`config.mk`:
```
export PLATFORM = sky130hd
export DESIGN_NAME = balanced_rank_mesh_mapper
export DESIGN_NICKNAME = d
export VERILOG_FILES = /design/src/hw/rtl/brmm_pkg.sv /design/src/hw/rtl/brmm_prep.sv /design/src/hw/rtl/brmm_pipe.sv /design/src/hw/rtl/balanced_rank_mesh_mapper.sv
export SDC_FILE = /design/constraint.sdc
export NUM_CORES = 2
export LEC_CHECK = 0
export ABC_AREA = 0
export BUFFER_PORTS_ARGS = -buffer_cell sky130_fd_sc_hd__buf_2
export CAP_MARGIN = 20
export CORE_ASPECT_RATIO = 0.75
export CORE_MARGIN = 5
export CORE_UTILIZATION = 40
export CTS_BUF_LIST = sky130_fd_sc_hd__clkbuf_4
export DETAILED_ROUTE_END_ITERATION = 10
export GPL_TIMING_DRIVEN = 0
export MAX_ROUTING_LAYER = met4
export RECOVER_POWER = 25
export SETUP_SLACK_MARGIN = 0.1
export SLEW_MARGIN = 20
export SYNTH_ARGS = -nofsm -noshare
export SYNTH_HDL_FRONTEND = slang
export SYNTH_SLANG_ARGS = --single-unit
```
`constraint.sdc`:
```
create_clock -name i_clk -period 20.7 [get_ports i_clk]
set_input_delay 2.07 -clock i_clk [delete_from_list [all_inputs] [get_ports i_clk]]
set_output_delay 2.07 -clock i_clk [all_outputs]
set_load 0.02 [all_outputs]
```
`src/hw/rtl/brmm_pkg.sv`:
```
// ----------------------------------------------------------------------------
// Balanced rank mesh mapper package
// Shared constants, request codes and the split-parameter bundle.
// ----------------------------------------------------------------------------
package brmm_pkg;

    // Configuration limits
    localparam int unsigned MAX_RANKS  = 4096;
    localparam int unsigned MAX_GROUPS = 64;

    // Request codes
    localparam logic [1:0] REQ_LOCATE = 2'd0;
    localparam logic [1:0] REQ_RANK   = 2'd1;
    localparam logic [1:0] REQ_SIZE   = 2'd2;

    // Configuration register indexes
    localparam logic [1:0] CFG_GLOBAL = 2'd0;
    localparam logic [1:0] CFG_RUN    = 2'd1;
    localparam logic [1:0] CFG_CHAIN  = 2'd2;

    // Split-parameter engine states
    typedef enum logic [2:0] {
        PREP_IDLE,
        PREP_DIV_RUN,
        PREP_DIV_A,
        PREP_DIV_B,
        PREP_EDGE
    } t_prep_state;

    // Split parameters derived from the configuration
    typedef struct packed {
        logic        cfg_ok;
        logic [12:0] g;
        logic [6:0]  r;
        logic [6:0]  c;
        logic [13:0] q1;
        logic [13:0] q1p;
        logic [6:0]  m1;
        logic [13:0] edge1;
        logic [13:0] qa;
        logic [13:0] qap;
        logic [6:0]  ma;
        logic [13:0] edgea;
        logic [13:0] qb;
        logic [13:0] qbp;
        logic [6:0]  mb;
        logic [13:0] edgeb;
    } t_prep;

endpackage

```
`src/hw/rtl/brmm_prep.sv`:
```
// ----------------------------------------------------------------------------
// Split-parameter engine
// Holds the configuration and derives quotients, remainders and edges of the
// run split and of both chain split sizes with one bit-serial divider.
// ----------------------------------------------------------------------------
module brmm_prep (
    input  logic               i_clk,
    input  logic               i_rst_n,
    input  logic               i_cfg_valid,
    input  logic [1:0]         i_cfg_index,
    input  logic [12:0]        i_cfg_data,
    output logic               o_busy,
    output brmm_pkg::t_prep    o_prep
);
    import brmm_pkg::*;

    localparam logic [3:0] DIV_LAST = 4'd13;

    t_prep_state r_state, n_state;
    logic [12:0] r_g;
    logic [6:0]  r_r, r_c;
    logic [3:0]  r_cnt;
    logic [6:0]  r_rem;
    logic [13:0] r_quo;
    logic [13:0] r_q1, r_qa, r_qb;
    logic [6:0]  r_m1, r_ma, r_mb;
    logic [13:0] r_edge1, r_edgea, r_edgeb;
    logic        r_cfg_ok;

    logic [13:0] dvd;
    logic [6:0]  dsr;
    logic [7:0]  trial;
    logic        ge;
    logic [6:0]  rem_n;
    logic [13:0] quo_n;
    logic        done;
    logic [20:0] prod1, proda, prodb;

    // Pick operands and run one restoring step
    always_comb begin
        case (r_state)
            PREP_DIV_A: dvd = r_q1;
            PREP_DIV_B: dvd = r_q1 + 14'd1;
            default:    dvd = {1'b0, r_g};
        endcase
        dsr   = (r_state == PREP_DIV_RUN) ? r_r : r_c;
        trial = {r_rem, dvd[DIV_LAST - r_cnt]};
        ge    = trial >= {1'b0, dsr};
        rem_n = ge ? 7'(trial - {1'b0, dsr}) : trial[6:0];
        quo_n = {r_quo[12:0], ge};
        done  = r_cnt == DIV_LAST;
        prod1 = 21'(r_m1) * 21'(r_q1 + 14'd1);
        proda = 21'(r_ma) * 21'(r_qa + 14'd1);
        prodb = 21'(r_mb) * 21'(r_qb + 14'd1);
    end

    // Next state
    always_comb begin
        n_state = r_state;
        case (r_state)
            PREP_IDLE:    n_state = PREP_IDLE;
            PREP_DIV_RUN: if (done) n_state = PREP_DIV_A;
            PREP_DIV_A:   if (done) n_state = PREP_DIV_B;
            PREP_DIV_B:   if (done) n_state = PREP_EDGE;
            PREP_EDGE:    n_state = PREP_IDLE;
            default:      n_state = PREP_IDLE;
        endcase
        if (i_cfg_valid) begin
            n_state = PREP_DIV_RUN;
        end
    end

    // State and control registers
    always_ff @(posedge i_clk) begin
        if (!i_rst_n) begin
            r_state <= PREP_DIV_RUN;
            r_cnt   <= '0;
            r_rem   <= '0;
            r_g     <= 13'd1;
            r_r     <= 7'd1;
            r_c     <= 7'd1;
        end else begin
            r_state <= n_state;
            if (i_cfg_valid) begin
                r_cnt <= '0;
                r_rem <= '0;
                case (i_cfg_index)
                    CFG_GLOBAL: r_g <= i_cfg_data;
                    CFG_RUN:    r_r <= i_cfg_data[6:0];
                    CFG_CHAIN:  r_c <= i_cfg_data[6:0];
                    default:    ;
                endcase
            end else if (r_state inside {PREP_DIV_RUN, PREP_DIV_A, PREP_DIV_B}) begin
                if (done) begin
                    r_cnt <= '0;
                    r_rem <= '0;
                end else begin
                    r_cnt <= r_cnt + 4'd1;
                    r_rem <= rem_n;
                end
            end
        end
    end

    // Divider results and edges
    always_ff @(posedge i_clk) begin
        r_quo <= done ? '0 : quo_n;
        case (r_state)
            PREP_DIV_RUN: if (done) begin
                r_q1 <= quo_n;
                r_m1 <= rem_n;
            end
            PREP_DIV_A: if (done) begin
                r_qa <= quo_n;
                r_ma <= rem_n;
            end
            PREP_DIV_B: if (done) begin
                r_qb <= quo_n;
                r_mb <= rem_n;
            end
            PREP_EDGE: begin
                r_edge1  <= prod1[13:0];
                r_edgea  <= proda[13:0];
                r_edgeb  <= prodb[13:0];
                r_cfg_ok <= (r_g != '0) && (32'(r_g) <= MAX_RANKS) &&
                            (r_r != '0) && (32'(r_r) <= MAX_GROUPS) &&
                            (r_c != '0) && (32'(r_c) <= MAX_GROUPS);
            end
            default: ;
        endcase
    end

    assign o_busy = r_state != PREP_IDLE;

    always_comb begin
        o_prep.cfg_ok = r_cfg_ok;
        o_prep.g      = r_g;
        o_prep.r      = r_r;
        o_prep.c      = r_c;
        o_prep.q1     = r_q1;
        o_prep.q1p    = r_q1 + 14'd1;
        o_prep.m1     = r_m1;
        o_prep.edge1  = r_edge1;
        o_prep.qa     = r_qa;
        o_prep.qap    = r_qa + 14'd1;
        o_prep.ma     = r_ma;
        o_prep.edgea  = r_edgea;
        o_prep.qb     = r_qb;
        o_prep.qbp    = r_qb + 14'd1;
        o_prep.mb     = r_mb;
        o_prep.edgeb  = r_edgeb;
    end

endmodule

```
`src/hw/rtl/brmm_pipe.sv`:
```
// ----------------------------------------------------------------------------
// Request pipeline
// Nine register stages: run locate divide, coordinate-to-rank arithmetic,
// chain locate divide, and result formatting. Whole pipe freezes on stall.
// ----------------------------------------------------------------------------
module brmm_pipe (
    input  logic              i_clk,
    input  logic              i_rst_n,
    input  brmm_pkg::t_prep   i_prep,
    input  logic              i_hold,
    input  logic              i_in_valid,
    output logic              o_in_stall,
    input  logic [1:0]        i_req_type,
    input  logic [11:0]       i_flat_rank,
    input  logic [5:0]        i_run_index,
    input  logic [5:0]        i_chain_index,
    input  logic [11:0]       i_local_index,
    output logic              o_out_valid,
    input  logic              i_out_stall,
    output logic [5:0]        o_run_coord,
    output logic [5:0]        o_chain_coord,
    output logic [11:0]       o_local_rank,
    output logic [11:0]       o_rank_out,
    output logic [12:0]       o_group_ranks,
    output logic              o_error
);
    import brmm_pkg::*;

    localparam int NUM_STAGES = 9;

    typedef struct packed {
        logic [1:0]  req;
        logic        err;
        logic [11:0] num;
        logic [13:0] dsr;
        logic [5:0]  quo;
        logic [6:0]  base;
        logic [5:0]  ri;
        logic [5:0]  ci;
        logic [11:0] li;
        logic [12:0] rstart;
        logic [13:0] qx;
        logic [6:0]  mx;
        logic [13:0] chsz;
        logic [5:0]  rc;
        logic [5:0]  cc;
        logic [11:0] lr;
        logic [11:0] ro;
        logic [12:0] gr;
    } t_item;

    t_item                 r_st [NUM_STAGES];
    t_item                 n_st [NUM_STAGES];
    logic [NUM_STAGES-1:0] r_vld;
    logic                  adv;
    logic                  accept;

    // One restoring step: {quotient bit, new remainder}
    function automatic logic [12:0] div_step(logic [11:0] n, logic [13:0] d,
                                             logic [2:0] k);
        logic [19:0] sh;
        sh = {6'b0, d} << k;
        if ({8'b0, n} >= sh) begin
            return {1'b1, n - sh[11:0]};
        end
        return {1'b0, n};
    endfunction

    // Two quotient bits per stage
    function automatic t_item div_pair(t_item it, logic [2:0] k_hi);
        logic [12:0] s;
        t_item       o;
        o     = it;
        s     = div_step(o.num, o.dsr, k_hi);
        o.quo = {o.quo[4:0], s[12]};
        o.num = s[11:0];
        s     = div_step(o.num, o.dsr, k_hi - 3'd1);
        o.quo = {o.quo[4:0], s[12]};
        o.num = s[11:0];
        return o;
    endfunction

    // Advance the pipe unless the result is held
    assign adv        = !(r_vld[NUM_STAGES-1] && i_out_stall);
    assign o_in_stall = !adv || i_hold;
    assign accept     = i_in_valid && !o_in_stall;

    always_comb begin
        t_item       it;
        logic        lo;
        logic        big;
        logic [19:0] prod;
        logic [6:0]  sum;
        logic [13:0] edge_sel;

        // Stage 0: set up run locate, run start and chain split of the run
        it       = '0;
        it.req   = i_req_type;
        it.ri    = i_run_index;
        it.ci    = i_chain_index;
        it.li    = i_local_index;
        lo       = {2'b0, i_flat_rank} < i_prep.edge1;
        it.num   = lo ? i_flat_rank : i_flat_rank - i_prep.edge1[11:0];
        it.dsr   = lo ? i_prep.q1p : i_prep.q1;
        it.base  = lo ? '0 : i_prep.m1;
        big      = {1'b0, i_run_index} < i_prep.m1;
        prod     = 20'(i_run_index) * 20'(i_prep.q1);
        it.rstart = prod[12:0] + (big ? 13'(i_run_index) : 13'(i_prep.m1));
        it.qx    = big ? i_prep.qb : i_prep.qa;
        it.mx    = big ? i_prep.mb : i_prep.ma;
        it.err   = !i_prep.cfg_ok || (i_req_type > REQ_SIZE) ||
                   ((i_req_type == REQ_LOCATE) && ({1'b0, i_flat_rank} >= i_prep.g)) ||
                   ((i_req_type != REQ_LOCATE) &&
                    (({1'b0, i_run_index} >= i_prep.r) ||
                     ({1'b0, i_chain_index} >= i_prep.c)));
        n_st[0]  = it;

        // Stage 1: run divide, chain start and chain size
        it        = div_pair(r_st[0], 3'd5);
        big       = {1'b0, it.ci} < it.mx;
        prod      = 20'(it.ci) * 20'(it.qx);
        it.rstart = it.rstart + prod[12:0] + (big ? 13'(it.ci) : 13'(it.mx));
        it.chsz   = it.qx + 14'(big);
        n_st[1]   = it;

        // Stage 2: run divide, flat rank and coordinate checks
        it    = div_pair(r_st[1], 3'd3);
        it.ro = 12'(it.rstart + 13'(it.li));
        it.gr = it.chsz[12:0];
        if ((it.req == REQ_RANK) && ({2'b0, it.li} >= it.chsz)) begin
            it.err = 1'b1;
        end
        if ((it.req == REQ_SIZE) && (it.chsz == '0)) begin
            it.err = 1'b1;
        end
        n_st[2] = it;

        // Stage 3: run divide
        n_st[3] = div_pair(r_st[2], 3'd1);

        // Stage 4: set up chain locate inside the found run
        it       = r_st[3];
        sum      = it.base + 7'(it.quo);
        it.rc    = sum[5:0];
        big      = sum < i_prep.m1;
        edge_sel = big ? i_prep.edgeb : i_prep.edgea;
        lo       = {2'b0, it.num} < edge_sel;
        it.dsr   = lo ? (big ? i_prep.qbp : i_prep.qap) : (big ? i_prep.qb : i_prep.qa);
        it.base  = lo ? '0 : (big ? i_prep.mb : i_prep.ma);
        it.num   = lo ? it.num : it.num - edge_sel[11:0];
        it.quo   = '0;
        n_st[4]  = it;

        // Stages 5 to 7: chain divide
        n_st[5] = div_pair(r_st[4], 3'd5);
        n_st[6] = div_pair(r_st[5], 3'd3);
        n_st[7] = div_pair(r_st[6], 3'd1);

        // Stage 8: format the result, drop fields the request does not make
        it    = r_st[7];
        sum   = it.base + 7'(it.quo);
        it.cc = sum[5:0];
        it.lr = it.num;
        if (it.req != REQ_LOCATE) begin
            it.rc = '0;
            it.cc = '0;
            it.lr = '0;
        end
        if (it.req != REQ_RANK) begin
            it.ro = '0;
        end
        if (it.req != REQ_SIZE) begin
            it.gr = '0;
        end
        if (it.err) begin
            it.rc = '0;
            it.cc = '0;
            it.lr = '0;
            it.ro = '0;
            it.gr = '0;
        end
        n_st[8] = it;
    end

    // Valid bits
    always_ff @(posedge i_clk) begin
        if (!i_rst_n) begin
            r_vld <= '0;
        end else if (adv) begin
            r_vld <= {r_vld[NUM_STAGES-2:0], accept};
        end
    end

    // Stage payload
    always_ff @(posedge i_clk) begin
        if (adv) begin
            r_st <= n_st;
        end
    end

    assign o_out_valid   = r_vld[NUM_STAGES-1];
    assign o_run_coord   = r_st[NUM_STAGES-1].rc;
    assign o_chain_coord = r_st[NUM_STAGES-1].cc;
    assign o_local_rank  = r_st[NUM_STAGES-1].lr;
    assign o_rank_out    = r_st[NUM_STAGES-1].ro;
    assign o_group_ranks = r_st[NUM_STAGES-1].gr;
    assign o_error       = r_st[NUM_STAGES-1].err;

endmodule

```
`src/hw/rtl/balanced_rank_mesh_mapper.sv`:
```
// ----------------------------------------------------------------------------
// Balanced rank mesh mapper
// Maps flat ranks to run/chain/local coordinates and back, and reports group
// sizes, for a balanced split of the rank space.
// ----------------------------------------------------------------------------
// Requests flow through a nine-stage pipeline and one request is accepted
// per cycle while neither an output stall nor a configuration update holds
// the input. A stall on the output freezes the whole pipeline.
// After reset and after every configuration write, a bit-serial divider
// derives the split parameters (three 14-step divides and one edge step);
// the input stalls while it runs and while a write is offered.
module balanced_rank_mesh_mapper (
    input  logic        i_clk,
    input  logic        i_rst_n,
    input  logic        i_cfg_valid,
    output logic        o_cfg_ready,
    input  logic [1:0]  i_cfg_index,
    input  logic [12:0] i_cfg_data,
    input  logic        i_in_valid,
    output logic        o_in_stall,
    input  logic [1:0]  i_req_type,
    input  logic [11:0] i_flat_rank,
    input  logic [5:0]  i_run_index,
    input  logic [5:0]  i_chain_index,
    input  logic [11:0] i_local_index,
    output logic        o_out_valid,
    input  logic        i_out_stall,
    output logic [5:0]  o_run_coord,
    output logic [5:0]  o_chain_coord,
    output logic [11:0] o_local_rank,
    output logic [11:0] o_rank_out,
    output logic [12:0] o_group_ranks,
    output logic        o_error
);
    import brmm_pkg::*;

    t_prep prep;
    logic  prep_busy;

    assign o_cfg_ready = 1'b1;

    // Derive split parameters from the configuration
    brmm_prep u_prep (
        .i_clk       (i_clk),
        .i_rst_n     (i_rst_n),
        .i_cfg_valid (i_cfg_valid),
        .i_cfg_index (i_cfg_index),
        .i_cfg_data  (i_cfg_data),
        .o_busy      (prep_busy),
        .o_prep      (prep)
    );

    // Answer requests
    brmm_pipe u_pipe (
        .i_clk         (i_clk),
        .i_rst_n       (i_rst_n),
        .i_prep        (prep),
        .i_hold        (prep_busy || i_cfg_valid),
        .i_in_valid    (i_in_valid),
        .o_in_stall    (o_in_stall),
        .i_req_type    (i_req_type),
        .i_flat_rank   (i_flat_rank),
        .i_run_index   (i_run_index),
        .i_chain_index (i_chain_index),
        .i_local_index (i_local_index),
        .o_out_valid   (o_out_valid),
        .i_out_stall   (i_out_stall),
        .o_run_coord   (o_run_coord),
        .o_chain_coord (o_chain_coord),
        .o_local_rank  (o_local_rank),
        .o_rank_out    (o_rank_out),
        .o_group_ranks (o_group_ranks),
        .o_error       (o_error)
    );

endmodule

```
==> summary.txt <==
Place
  • Placer Congestion: 0.900
  • HPWL after DPL: 77.8 mm
  • IO buf count: approximately 110

Timing
  • Setup TNS: 0 ns
  • Period minus WS final: ~7.7 ns
  • Hold Slack: 0.387 ns
  • RSZ-0062 raised after global routing: false
  • Final setup violation count: 0
  • Max-slew violation count: 0
  • Slew headroom: 29.0%
  • Achievable clock frequency: around 130 MHz
  • Max Clock Skew: approximately 0.088 ns
  • Worst Tran Pin Value: between 1 and 1.5 ns
  • Final Hold Viols: 0
  • Final period utilization: 37.0%

GRT
  • Largest net degree at the start of global routing: 86
  • Total GRT Usage: between 10% and 20%
  • First-pass GRT wire length: between 150 and 200 mm
  • Initial antenna violation count: 5
  • Gr ovfl total: 0
  • Vias in the first global route: between 20,000 and 30,000

Yosys
  • Flops & latches, synth: ~760
  • Sequential area share after synthesis: roughly 48%
  • Syn Inst Count: between 3,000 and 4,000
  • Mapped Avg Cell Area: roughly 12 µm²
  • EDFF count, synth: about 700
  • Ys flop type: edfxtp_1
  • Ys async rst share: 0%
  • Synth warnings: 0
  • Syn Std Cell Area: roughly 0.047 mm²
  • Synth cell types: 77

Cells and area
  • Layout cells sized above 1: roughly 14%
  • FILL cells: approximately 11,000
  • Register area: roughly 0.022 mm²
  • Final nets: around 4,900
  • Area Overhead vs Synth: 11.0%
  • Area of the multi-input gates: between 0.02 and 0.025 mm²

Worst setup path
  • Crit start category: register
  • Setup crit end kind: register
  • WP data required: roughly 22 ns
  • Max Fanout on Critical Path: 10
  • WS Path Type: reg -> reg
  • WP data arrival: 8.48 ns

Power
  • Max VDD drop: roughly 57 µV
  • Static Leak: between 20 and 25 nW
  • Pwr dens: ~80 mW/mm²

Detailed routing
  • Wire per inst: 17.2 µm
  • Drc violations: 0
  • Initial DRC count: about 2,000
  • WL met3: ~6.1 mm
  • Max layer used: met4
  • Routed WL: ~100 mm
  • Vias: 29,500
  • Met2 wire len: roughly 43 mm
  • TritonRoute pass-1 iters: 5
  • Antenna-violating nets left: 0
  • Met1 Wirelength: ~51 mm
  • Vias/cell: approximately 4.9

Outcome
  • Run status: completed

Clock tree
  • CTS tree: built
  • CTS max path bufs: 3
  • Post-CTS Hold Fix Bufs: 0
  • Setup Fix Bufs, Post-CTS: 0
  • Clk_lat worst skew: 1.15 ns
  • Post_cts resized: 0
  • CTS Root Buffer Type: clkbuf_4
  • Cts bufs inserted: around 190
  • Clock slew at reported path FFs: ~0.08 ns
  • H-Tree Depth: 4
  • CTS sink cnt: roughly 760

Floorplanning
  • Die area: around 0.12 mm²
  • Die W: 404 µm
  • Core box area: 0.116 mm²
  • Row cnt: around 110
  • Die height: 306 µm
  • IO Pins: 111
  • Initial core utilization: about 40%

Worst hold path
  • Hold Crit Class: reg -> reg

Run
  • Maxcap violations: 0
## area by class of cell
type	count	share of cell area (%)
antenna	9	0.0435
buffer	153	1.50
clock buffer	272	3.95
clock inverter	62	0.745
inverter	447	3.25
multi-input combinational	2603	42.3
sequential	762	43.0
tap	1540	3.72
timing repair buffer	119	1.45
## cells in the final DEF, fill, tap and decap left out, types with 53 or more instances in the layout
cell / count
a21o_1: 67
a21oi_1: 162
and2_1: 177
buf_2: 112
buf_4: 53
clkbuf_1: 96
clkbuf_4: 272
dfxtp_1: 63
edfxtp_1: 699
fa_1: 221
ha_1: 335
inv_1: 445
mux2_2: 125
mux2i_1: 65
nand2_1: 293
nor2_1: 180
nor2b_1: 108
o21ai_0: 112
xnor2_1: 211
xor2_1: 103
## worst max-delay path, stage by stage, from the launching register on
cell and delay (ns):
edfxtp_1 0.34, ha_1 0.16, inv_1 0.06, fa_1 0.40, inv_1 0.07, a21oi_1 0.06, o21bai_1 0.25, xor2_1 0.46
ha_1 0.22, a21o_1 0.11, a31oi_1 0.04, o21ai_1 0.51, buf_2 0.38, buf_1 0.67, mux2i_1 0.33, fa_1 0.52
a211oi_1 0.29, o211ai_1 0.20, a41oi_1 0.33, o21ai_0 0.38, a211oi_1 0.81, nand3_1 0.19, xor2_1 0.18, mux2i_1 0.35
## power breakdown
group	total (mW)	switching, mW	internal, mW
clock network	1.27	0.624	0.646
logic	0.821	0.448	0.372
registers	1.99	0.0785	1.91
## synthesized netlist by cell type (all sizes together), types with 63 or more instances
cell	number	share of area, %
edfxtp	699	45
and2	182	2.4
mux2	125	3.0
nor2	180	1.4
buf	63	0.94
dfxtp	63	2.7
inv	446	3.6
a21o	67	1.1
a21oi	162	1.7
xor2	103	1.9
xnor2	211	4.0
ha	335	9.0
o21ai	116	1.3
nor2b	108	1.4
clkbuf	90	0.72
nand2	294	2.4
fa	221	9.5
mux2i	66	1.4
## final timing paths
path / end / slack, ns / start / depth (start not counted)
worst max-delay path: u_pipe.n_st[636]$_DFFE_PN_ / 13.05 / u_pipe.r_st[943]$_SDFFCE_PP0N_ / 23
worst min-delay path: u_pipe.r_st[173]$_DFFE_PN_ / 0.39 / u_pipe.n_st[173]$_DFFE_PN_ / 0
worst max register to register: u_pipe.n_st[636]$_DFFE_PN_ / 13.05 / u_pipe.r_st[943]$_SDFFCE_PP0N_ / 23
worst min register to register: u_pipe.r_st[173]$_DFFE_PN_ / 0.39 / u_pipe.n_st[173]$_DFFE_PN_ / 0
## metrics by stage
stage	power, mW	std cells	setup WS, ns	utilization, %	instance area, µm²
after floorplan	2.62	3965	0.540	-	46600
after global placement	2.82	5614	-4.21	42.4	49100
after detailed placement	2.84	5624	13.15	42.6	49300
after CTS	4.14	5958	13.00	44.7	51700
after global routing	4.36	5966	12.37	44.7	51700
final	4.08	5967	13.05	44.7	51700
## flip-flops by register name, indices dropped and copies added, names as in the netlist, 3 cells and up
| register | cells |
|---|---|
| u_prep.r_edgea | 14 |
| u_pipe.o_run_coord | 6 |
| u_pipe.o_chain_coord | 6 |
| u_prep.r_edgeb | 14 |
| u_pipe.n_st | 402 |
| u_prep.r_qa | 14 |
| u_prep.r_cnt | 4 |
| u_prep.r_state | 3 |
| u_pipe.r_vld | 9 |
| u_prep.r_rem | 7 |
| u_pipe.o_rank_out | 12 |
| u_pipe.o_local_rank | 12 |
| u_prep.r_g | 13 |
| u_prep.r_mb | 7 |
| u_prep.r_edge1 | 14 |
| u_prep.r_c | 7 |
| u_prep.r_quo | 13 |
| u_prep.r_qb | 14 |
| u_prep.r_ma | 7 |
| u_pipe.r_st | 141 |
| u_prep.r_m1 | 7 |
| u_prep.r_r | 7 |
| u_pipe.o_group_ranks | 13 |
| u_prep.r_q1 | 14 |
## logic make-up after synthesis
group                      after synthesis  share of synthesized area [%]
xor gates and xnor gates               315                           5.95
DFF                                    762                           47.8
buffers and inverters                  600                           5.27
adders and majority gates              556                           18.5
other                                    2                         0.0161
and+or+nand+nor                       1026                           11.1
muxes                                  192                           4.51
AOI/OAI and AO/OA                      511                           6.93
## routing by layer
layer / global-route usage [%] / vias up
met1: 25.4 / 14200
met5: - / -
met3: 3.49 / 162
met2: 24.2 / 767
met4: 5.70 / 0
li1: - / 14400
Power figures use the tool's default switching activity.
